**config.mk**
```make
export PLATFORM = sky130hd
export DESIGN_NAME = keyboard_beeper_io_port_top
export DESIGN_NICKNAME = d
export VERILOG_FILES = /design/src/rtl/kbp_pkg.sv /design/src/rtl/keyboard_beeper_io_port_top.sv /design/src/rtl/kbp_ear_sense.sv /design/src/rtl/kbp_port_state.sv
export SDC_FILE = /design/constraint.sdc
export NUM_CORES = 1
export LEC_CHECK = 0
export BUFFER_PORTS_ARGS = -buffer_cell sky130_fd_sc_hd__buf_2
export CORE_AREA = 8 8 156 158
export DETAILED_ROUTE_END_ITERATION = 16
export DIE_AREA = 0 0 164 166
export GPL_TIMING_DRIVEN = 0
export PLACE_DENSITY = 0.78
export REMOVE_ABC_BUFFERS = 1
export SETUP_SLACK_MARGIN = 0.05
export SYNTH_ARGS = -nofsm -noshare
export SYNTH_HDL_FRONTEND = slang
export SYNTH_SLANG_ARGS = --single-unit
```
**constraint.sdc**
```tcl
create_clock -name clk_i -period 5.95 [get_ports clk_i]
set_clock_uncertainty 0.2 [all_clocks]
set_input_delay 0 -clock clk_i [delete_from_list [all_inputs] [get_ports clk_i]]
set_output_delay 0 -clock clk_i [all_outputs]
set_load 0.01 [all_outputs]
```
**src/rtl/kbp_pkg.sv**
```systemverilog
`timescale 1ns / 1ps
// ---------------------------------------------------------------------------
// kbp_pkg
// Types and constants of the keyboard / beeper I/O port.
// ---------------------------------------------------------------------------
package kbp_pkg;

  // word kinds
  typedef enum logic [1:0] {
    ACT_READ  = 2'd0,
    ACT_WRITE = 2'd1,
    ACT_ROW   = 2'd2
  } action_e;

  localparam int ROW_COUNT      = 8;
  localparam int ROW_IDX_W      = $clog2(ROW_COUNT);
  localparam int BYTE_W         = 8;
  localparam int ADDR_W         = 16;
  localparam int TACTS_W        = 32;
  localparam int BORDER_W       = 3;
  localparam int BEEPER_W       = 2;

  // address decode
  localparam int PORT_SEL_BIT   = 0;
  localparam int ROW_SEL_LSB    = 8;

  // write byte layout
  localparam int MIC_BIT        = 3;
  localparam int EAR_BIT        = 4;
  localparam logic [BORDER_W-1:0] BORDER_RESET = 3'd7;

  // read byte layout
  localparam logic [BYTE_W-1:0] READ_KEY_MASK = 8'hBF;
  localparam int EAR_SENSE_BIT  = 6;

  // capacitor charge model
  localparam int CHARGE_LIMIT   = 700;
  localparam int CHARGE_MAX     = 2800;
  localparam int CHARGE_SHIFT   = 2;
  localparam int CHARGE_W       = $clog2(CHARGE_MAX + 1);

  // one input word
  typedef struct packed {
    action_e                action;
    logic [ADDR_W-1:0]      address;
    logic [BYTE_W-1:0]      value;
    logic [TACTS_W-1:0]     tacts;
    logic [BYTE_W-1:0]      floating_bus;
    logic [ROW_IDX_W-1:0]   key_row;
    logic [BYTE_W-1:0]      key_bits;
  } item_t;

  // one result word
  typedef struct packed {
    logic [BYTE_W-1:0]      read_data;
    logic                   audio_changed;
    logic                   ear_level;
    logic                   mic_level;
    logic [BEEPER_W-1:0]    beeper_level;
    logic [BORDER_W-1:0]    border_color;
  } res_t;

endpackage

```
**src/rtl/keyboard_beeper_io_port_top.sv**
```systemverilog
`timescale 1ns / 1ps
// ---------------------------------------------------------------------------
// keyboard_beeper_io_port_top
// Keyboard / beeper I/O port: input register, port logic, result register.
// ---------------------------------------------------------------------------
// One word per clock cycle while the output is not stalled; an accepted
// word waits in the input register until the result register can take its
// result. Combinational logic (key-row or, EAR charge subtract and compare)
// forms the result and next port state, loaded together into the result and
// state registers, so the next word already sees the updated state. The input
// side keeps accepting while a result waits, as long as the input register
// can move on; a stalled output holds one result and one pending word.
module keyboard_beeper_io_port_top
  import kbp_pkg::*;
#(
  parameter int TIME_WIDTH = 32
) (
  input  logic                 clk_i,
  input  logic                 rst_ni,
  input  logic                 in_valid_i,
  output logic                 in_ready_o,
  input  logic [1:0]           action_i,
  input  logic [ADDR_W-1:0]    address_i,
  input  logic [BYTE_W-1:0]    value_i,
  input  logic [TACTS_W-1:0]   tacts_i,
  input  logic [BYTE_W-1:0]    floating_bus_i,
  input  logic [ROW_IDX_W-1:0] key_row_i,
  input  logic [BYTE_W-1:0]    key_bits_i,
  output logic                 out_valid_o,
  input  logic                 out_ready_i,
  output logic [BYTE_W-1:0]    read_data_o,
  output logic                 audio_changed_o,
  output logic                 ear_level_o,
  output logic                 mic_level_o,
  output logic [BEEPER_W-1:0]  beeper_level_o,
  output logic [BORDER_W-1:0]  border_color_o
);

  logic  in_valid_q, in_valid_d;
  item_t item_q;
  logic  out_valid_q, out_valid_d;
  res_t  res_q;
  res_t  res_d;
  logic  in_take;
  logic  advance;

  // handshake
  assign advance    = in_valid_q && (!out_valid_q || out_ready_i);
  assign in_ready_o = !in_valid_q || advance;
  assign in_take    = in_valid_i && in_ready_o;

  always_comb begin
    in_valid_d = in_valid_q;
    if (in_take) begin
      in_valid_d = 1'b1;
    end else if (advance) begin
      in_valid_d = 1'b0;
    end
  end

  always_comb begin
    out_valid_d = out_valid_q;
    if (advance) begin
      out_valid_d = 1'b1;
    end else if (out_ready_i) begin
      out_valid_d = 1'b0;
    end
  end

  // input register
  always_ff @(posedge clk_i or negedge rst_ni) begin
    if (!rst_ni) begin
      in_valid_q <= 1'b0;
    end else begin
      in_valid_q <= in_valid_d;
    end
  end

  always_ff @(posedge clk_i) begin
    if (in_take) begin
      item_q.action       <= action_e'(action_i);
      item_q.address      <= address_i;
      item_q.value        <= value_i;
      item_q.tacts        <= tacts_i;
      item_q.floating_bus <= floating_bus_i;
      item_q.key_row      <= key_row_i;
      item_q.key_bits     <= key_bits_i;
    end
  end

  // port logic and state
  kbp_port_state #(
    .TIME_WIDTH (TIME_WIDTH)
  ) u_port_state (
    .clk_i  (clk_i),
    .rst_ni (rst_ni),
    .step_i (advance),
    .item_i (item_q),
    .res_o  (res_d)
  );

  // result register
  always_ff @(posedge clk_i or negedge rst_ni) begin
    if (!rst_ni) begin
      out_valid_q <= 1'b0;
    end else begin
      out_valid_q <= out_valid_d;
    end
  end

  always_ff @(posedge clk_i) begin
    if (advance) begin
      res_q <= res_d;
    end
  end

  assign out_valid_o     = out_valid_q;
  assign read_data_o     = res_q.read_data;
  assign audio_changed_o = res_q.audio_changed;
  assign ear_level_o     = res_q.ear_level;
  assign mic_level_o     = res_q.mic_level;
  assign beeper_level_o  = res_q.beeper_level;
  assign border_color_o  = res_q.border_color;

endmodule

```
**src/rtl/kbp_ear_sense.sv**
```systemverilog
`timescale 1ns / 1ps
// ---------------------------------------------------------------------------
// kbp_ear_sense
// EAR input level as seen by a read: the capacitor keeps it high for four
// times the last high time after a fall, capped at 2800 T-states.
// ---------------------------------------------------------------------------
module kbp_ear_sense
  import kbp_pkg::*;
#(
  parameter int TIME_WIDTH = 32
) (
  input  logic                  ear_i,
  input  logic [TIME_WIDTH-1:0] rose_i,
  input  logic [TIME_WIDTH-1:0] fell_i,
  input  logic [TIME_WIDTH-1:0] now_i,
  output logic                  sensed_o
);

  logic [TIME_WIDTH-1:0] charge;
  logic [TIME_WIDTH-1:0] elapsed;
  logic [CHARGE_W-1:0]   hold;
  logic                  charge_nz;
  logic                  charge_big;
  logic                  in_window;

  // charge time and time since the fall, both wrapping
  assign charge     = fell_i - rose_i;
  assign elapsed    = now_i - fell_i;
  assign charge_nz  = |charge;
  assign charge_big = charge > TIME_WIDTH'(CHARGE_LIMIT);

  // hold time: scaled charge or the cap
  assign hold = charge_big ? CHARGE_W'(CHARGE_MAX)
                           : {charge[CHARGE_W-CHARGE_SHIFT-1:0], {CHARGE_SHIFT{1'b0}}};

  // elapsed below hold time
  assign in_window = ~(|elapsed[TIME_WIDTH-1:CHARGE_W]) && (elapsed[CHARGE_W-1:0] < hold);

  assign sensed_o = ear_i | (charge_nz & in_window);

endmodule

```
**src/rtl/kbp_port_state.sv**
```systemverilog
`timescale 1ns / 1ps
// ---------------------------------------------------------------------------
// kbp_port_state
// Port state (border, MIC, EAR, edge times, key rows) and the logic that
// turns one word into its result and the next state.
// ---------------------------------------------------------------------------
module kbp_port_state
  import kbp_pkg::*;
#(
  parameter int TIME_WIDTH = 32
) (
  input  logic  clk_i,
  input  logic  rst_ni,
  input  logic  step_i,
  input  item_t item_i,
  output res_t  res_o
);

  logic [BORDER_W-1:0]   border_q, border_d;
  logic                  ear_q, ear_d;
  logic                  mic_q, mic_d;
  logic [TIME_WIDTH-1:0] rose_q, rose_d;
  logic [TIME_WIDTH-1:0] fell_q, fell_d;
  logic [BYTE_W-1:0]     rows_q [ROW_COUNT];
  logic [BYTE_W-1:0]     rows_d [ROW_COUNT];

  logic [TIME_WIDTH-1:0] now;
  logic                  sensed;
  logic [BYTE_W-1:0]     sel;
  logic [BYTE_W-1:0]     status;
  logic [BYTE_W-1:0]     key_byte;
  logic                  even_port;
  logic                  next_mic;
  logic                  next_ear;
  logic [BYTE_W-1:0]     read_data;
  logic                  changed;

  assign now       = TIME_WIDTH'(item_i.tacts);
  assign even_port = ~item_i.address[PORT_SEL_BIT];
  assign next_mic  = item_i.value[MIC_BIT];
  assign next_ear  = item_i.value[EAR_BIT];

  kbp_ear_sense #(
    .TIME_WIDTH (TIME_WIDTH)
  ) u_ear_sense (
    .ear_i    (ear_q),
    .rose_i   (rose_q),
    .fell_i   (fell_q),
    .now_i    (now),
    .sensed_o (sensed)
  );

  // or of the selected key rows
  assign sel = ~item_i.address[ROW_SEL_LSB +: BYTE_W];
  always_comb begin
    status = '0;
    for (int r = 0; r < ROW_COUNT; r++) begin
      if (sel[r]) begin
        status = status | rows_q[r];
      end
    end
  end

  // keyboard byte with sensed ear in its slot
  always_comb begin
    key_byte = ~status & READ_KEY_MASK;
    key_byte[EAR_SENSE_BIT] = sensed;
  end

  // next state and result
  always_comb begin
    border_d  = border_q;
    ear_d     = ear_q;
    mic_d     = mic_q;
    rose_d    = rose_q;
    fell_d    = fell_q;
    rows_d    = rows_q;
    read_data = '0;
    changed   = 1'b0;
    case (item_i.action)
      ACT_READ: begin
        read_data = even_port ? key_byte : item_i.floating_bus;
      end
      ACT_WRITE: begin
        if (even_port) begin
          border_d = item_i.value[BORDER_W-1:0];
          mic_d    = next_mic;
          ear_d    = next_ear;
          changed  = (next_ear != ear_q) || (next_mic != mic_q);
          if (ear_q && !next_ear) begin
            fell_d = now;
          end
          if (!ear_q && next_ear) begin
            rose_d = now;
          end
        end
      end
      ACT_ROW: begin
        rows_d[item_i.key_row] = item_i.key_bits;
      end
      default: begin
      end
    endcase
  end

  always_comb begin
    res_o.read_data     = read_data;
    res_o.audio_changed = changed;
    res_o.ear_level     = ear_d;
    res_o.mic_level     = mic_d;
    res_o.beeper_level  = {ear_d, mic_d};
    res_o.border_color  = border_d;
  end

  // state registers, advance once per word
  always_ff @(posedge clk_i or negedge rst_ni) begin
    if (!rst_ni) begin
      border_q <= BORDER_RESET;
      ear_q    <= 1'b0;
      mic_q    <= 1'b0;
      rose_q   <= '0;
      fell_q   <= '0;
      for (int r = 0; r < ROW_COUNT; r++) begin
        rows_q[r] <= '0;
      end
    end else if (step_i) begin
      border_q <= border_d;
      ear_q    <= ear_d;
      mic_q    <= mic_d;
      rose_q   <= rose_d;
      fell_q   <= fell_d;
      rows_q   <= rows_d;
    end
  end

endmodule

```
==> results by group <==
Outcome
  • Status: complete, but fails checks
  • Failing checks: setup timing

Die
  • Die area: 27200 µm²
  • Core ar.: 22100 µm²
  • Initial Util: 53.8%
  • Ports: 99
  • Row count: 55
  • Die width: 164 µm
  • Die Ht: 166 µm

Clock network
  • Number of buffers created by CTS: 23
  • Worst-skew pair later-pin latency: 0.53 ns
  • CTS tree: built
  • Clock buffer depth: 3
  • Clk sink count: 207
  • Worst-path clk slew: 0.06 ns
  • H-tree levels: 1
  • Root Buffer: clkbuf_16

Power and ir drop
  • P_leak: 6.45 nW
  • Psw: 2.50 mW
  • Sequential Power Share: 30.4%
  • Clk network pwr share: 22.4%
  • Switching share of power: 39.6%
  • Comb pwr share: 47.1%
  • Pwr/cell area: 425 nW/µm²
  • Int Pwr: 3.82 mW
  • Maximum vdd drop: 0.292 mV

STA
  • Final Hold Viols: 0
  • Setup violators final: 1
  • Max-slew violations: 0
  • RSZ-0062 raised after global routing: yes
  • Worst setup margin: -0.538 ns
  • Measured slew at the worst slew-check pin: 1.24 ns
  • Max-slew headroom: 16.8%
  • Worst hold slack: 0.0104 ns
  • Max Clock Freq: 154 MHz
  • Tmin final: 6.49 ns
  • Tcrit/Tclk final: 109%

Yosys
  • Ys flop type: dfrtp_1
  • Synth Area per Inst: 10.8 µm²
  • Yosys reg bits: 207
  • Unique masters post-synth: 82
  • Syn Std Cell Area: 11900 µm²
  • Sequential fraction of the synthesis area: 47.0%
  • EDFF count, synth: 80
  • Cell count after synthesis: 1096
  • Synth warn: 0
  • Synth async-reset ratio: 61.4%

Finish
  • Fin area: 14900 µm²
  • Fraction of layout cells with a size suffix above 1: 21.7%
  • Area growth, synth to finish: 25.5%
  • Commonest cells after routing, fill and taps aside: 135 x dlygate4sd3_1, 124 x mux2_2, 124 x dfrtp_1, 87 x inv_1, 86 x buf_2
  • Leading cell type in the layout, fill and taps excluded: dlygate4sd3_1
  • Antenna cells: 0
  • Final core occ: 67.5%
  • Nets: 1477
  • Non-filler cells, final: 1625

Global route
  • First-pass GRT wire length: 50.6 mm
  • Pin count of the biggest net entering global routing: 99
  • Grt ovf: 0
  • Antenna violations before repair: 0
  • GRT Total Usage: 22.8%
  • Vias in the first global route: 9849

Placed design
  • Dpl cells: 1443
  • Cell Area, Placed: 12600 µm²
  • IO Port Bufs: 87
  • HPWL after DPL: 20.6 mm
  • Placer Congestion: 0.968

Worst setup path
  • WP buf/inv: 0
  • WP data arrival: 6.66 ns
  • Highest-delay cell along the critical path: or4b_4
  • CP cell instances: ha_1, nand2_1, o21ai_0, a2111oi_0, or3_1, nor3_1, nand4_1, or4b_4, nor4b_4, nor2b_1, ha_1, a21o_1, a21o_1, a21oi_2, o2bb2ai_2, or4b_4, a2111oi_4, nand4_1, nor4_2, nand4_1, a2111oi_4, a31o_1
  • Top delay family on crit path: simple AND/OR/NAND/NOR gates
  • Worst R2R Setup Slack: -0.54 ns
  • Crit path capture type: flop
  • Startpoint types: flop
  • Setup CP Type: flop to flop
  • Most frequent CP cell: nand4_1
  • Max stage delay on crit path: 0.58 ns
  • Worst EP required: 6.12 ns
  • CP Max Fanout: 10

Detailed routing
  • Met3 WL post-DR: 1.57 mm
  • Met1 WL: 12.6 mm
  • Top sig layer: met4
  • Initial drt markers: 723
  • DR vias: 9417
  • Total routed wirelength: 30.9 mm
  • Via-to-Cell Ratio: 5.80
  • Met2 wire len: 15.9 mm
  • Routed Antenna Nets: 0
  • Post-route DRC: 0
  • Drt first pass iters: 7
  • Routed len/inst: 19.0 µm

Run
  • Max-cap violations: 0

Hold path
  • Min-Delay Path Class: input port to flop
[flip-flops by register name (all words and copies together) (netlist names)]
register	flops
ear_level_o	1
beeper_level_o	1
u_port_state.ear_q	1
u_port_state.rows_q	56
audio_changed_o	1
read_data_o	8
in_valid_q	1
u_port_state.mic_q	1
out_valid_o	1
u_port_state.rose_q	32
u_port_state.fell_q	32
border_color_o	3
item_q	66
u_port_state.border_q	3
[layer usage]
metal | GRT usage, % | vias up
li1 | - | 4464
met1 | 27.6 | 4618
met2 | 40.8 | 274
met3 | 3.12 | 61
met4 | 7.32 | 0
met5 | 0 | -
[cell families (layout without fill, tap and decap cells)]
group                    after synthesis  count (layout)  share of synthesized area (%)
flip-flops                           207             207                           47.0
multiplexers                         131             131                           12.3
AO/OA/AOI/OAI                        254             254                           14.0
buffers and inverters                114             358                           3.74
XOR/XNOR                              39              39                           2.88
AND/OR/NAND/NOR                      278             278                           12.3
adder cells (fa/ha/maj)               73              73                           7.75
[metrics by stage]
| stage | setup TNS [ns] | setup WS [ns] | power [mW] |
|---|---|---|---|
| finish | -0.538 | -0.538 | 6.33 |
| global placement | -1.84 | -1.84 | 4.62 |
| detailed placement | -1.94 | -1.94 | 4.69 |
| global route | -0.759 | -0.759 | 6.74 |
| floorplan | -0.167 | -0.167 | 4.01 |
| CTS | -0.467 | -0.467 | 6.27 |
[worst register-to-register path, cell delays in order (launching register included)]
cell       delay, ns
dfrtp_1         0.40
ha_1            0.48
nand2_1         0.08
o21ai_0         0.34
a2111oi_0       0.21
or3_1           0.42
nor3_1          0.24
nand4_1         0.13
or4b_4          0.58
nor4b_4         0.28
nor2b_1         0.18
ha_1            0.25
a21o_1          0.18
a21o_1          0.18
a21oi_2         0.17
o2bb2ai_2       0.07
or4b_4          0.53
a2111oi_4       0.27
nand4_1         0.16
nor4_2          0.19
nand4_1         0.26
a2111oi_4       0.28
a31o_1          0.25
[power groups by stage]
stage	combinational (mW)	sequential, mW	clock (mW)
4_1_cts	2.91	1.92	1.44
2_1_floorplan	2.11	1.90	0
6_report	2.98	1.93	1.42
5_1_grt	3.29	1.96	1.50
3_3_place_gp	2.69	1.93	0
3_5_place_dp	2.75	1.94	0
[synth_stat cells, drive strengths merged (20+ instances only)]
cell type	count	area share, %
xnor2	20	1.5
ha	72	7.6
mux2	124	12
nand4	26	1.5
a22oi	28	1.8
nor2b	24	1.3
edfxtp	80	20
inv	87	2.7
dfrtp	124	26
o21ai	51	2.2
nor2	58	1.8
nor3	21	0.88
nand2	78	2.5
a21oi	78	3.4
[cell type report]
type | count | area (µm²)
Multi-Input combinational cell | 775 | 5990
Inverter | 87 | 327
Timing Repair Buffer | 229 | 1900
Fill cell | 1651 | 7190
Tap cell | 285 | 357
Clock inverter | 13 | 143
Sequential cell | 207 | 5580
Clock buffer | 29 | 608
[repair_timing]
action | CTS | global route
resized for setup | 19 | 5
endpoints found under the setup margin | 1 | 1
setup buffers | 4 | 0
endpoints found under the hold margin | 224 | 0
hold buffers | 136 | 0
pin swaps | 8 | 2
[path summary, 6_finish.rpt]
kind                                         start                        to  depth (start not counted)
min                                    tacts_i[12]                item_q[31]                          2
min in group asynchronous                   rst_ni    u_port_state.fell_q[3]                          4
max                        u_port_state.fell_q[20]            read_data_o[6]                         22
max in group asynchronous                   rst_ni  u_port_state.border_q[0]                          4
max reg2reg                u_port_state.fell_q[20]            read_data_o[6]                         22
min reg2reg                             item_q[53]  u_port_state.border_q[2]                          2
Note: power is estimated with default switching activity, not from simulation.
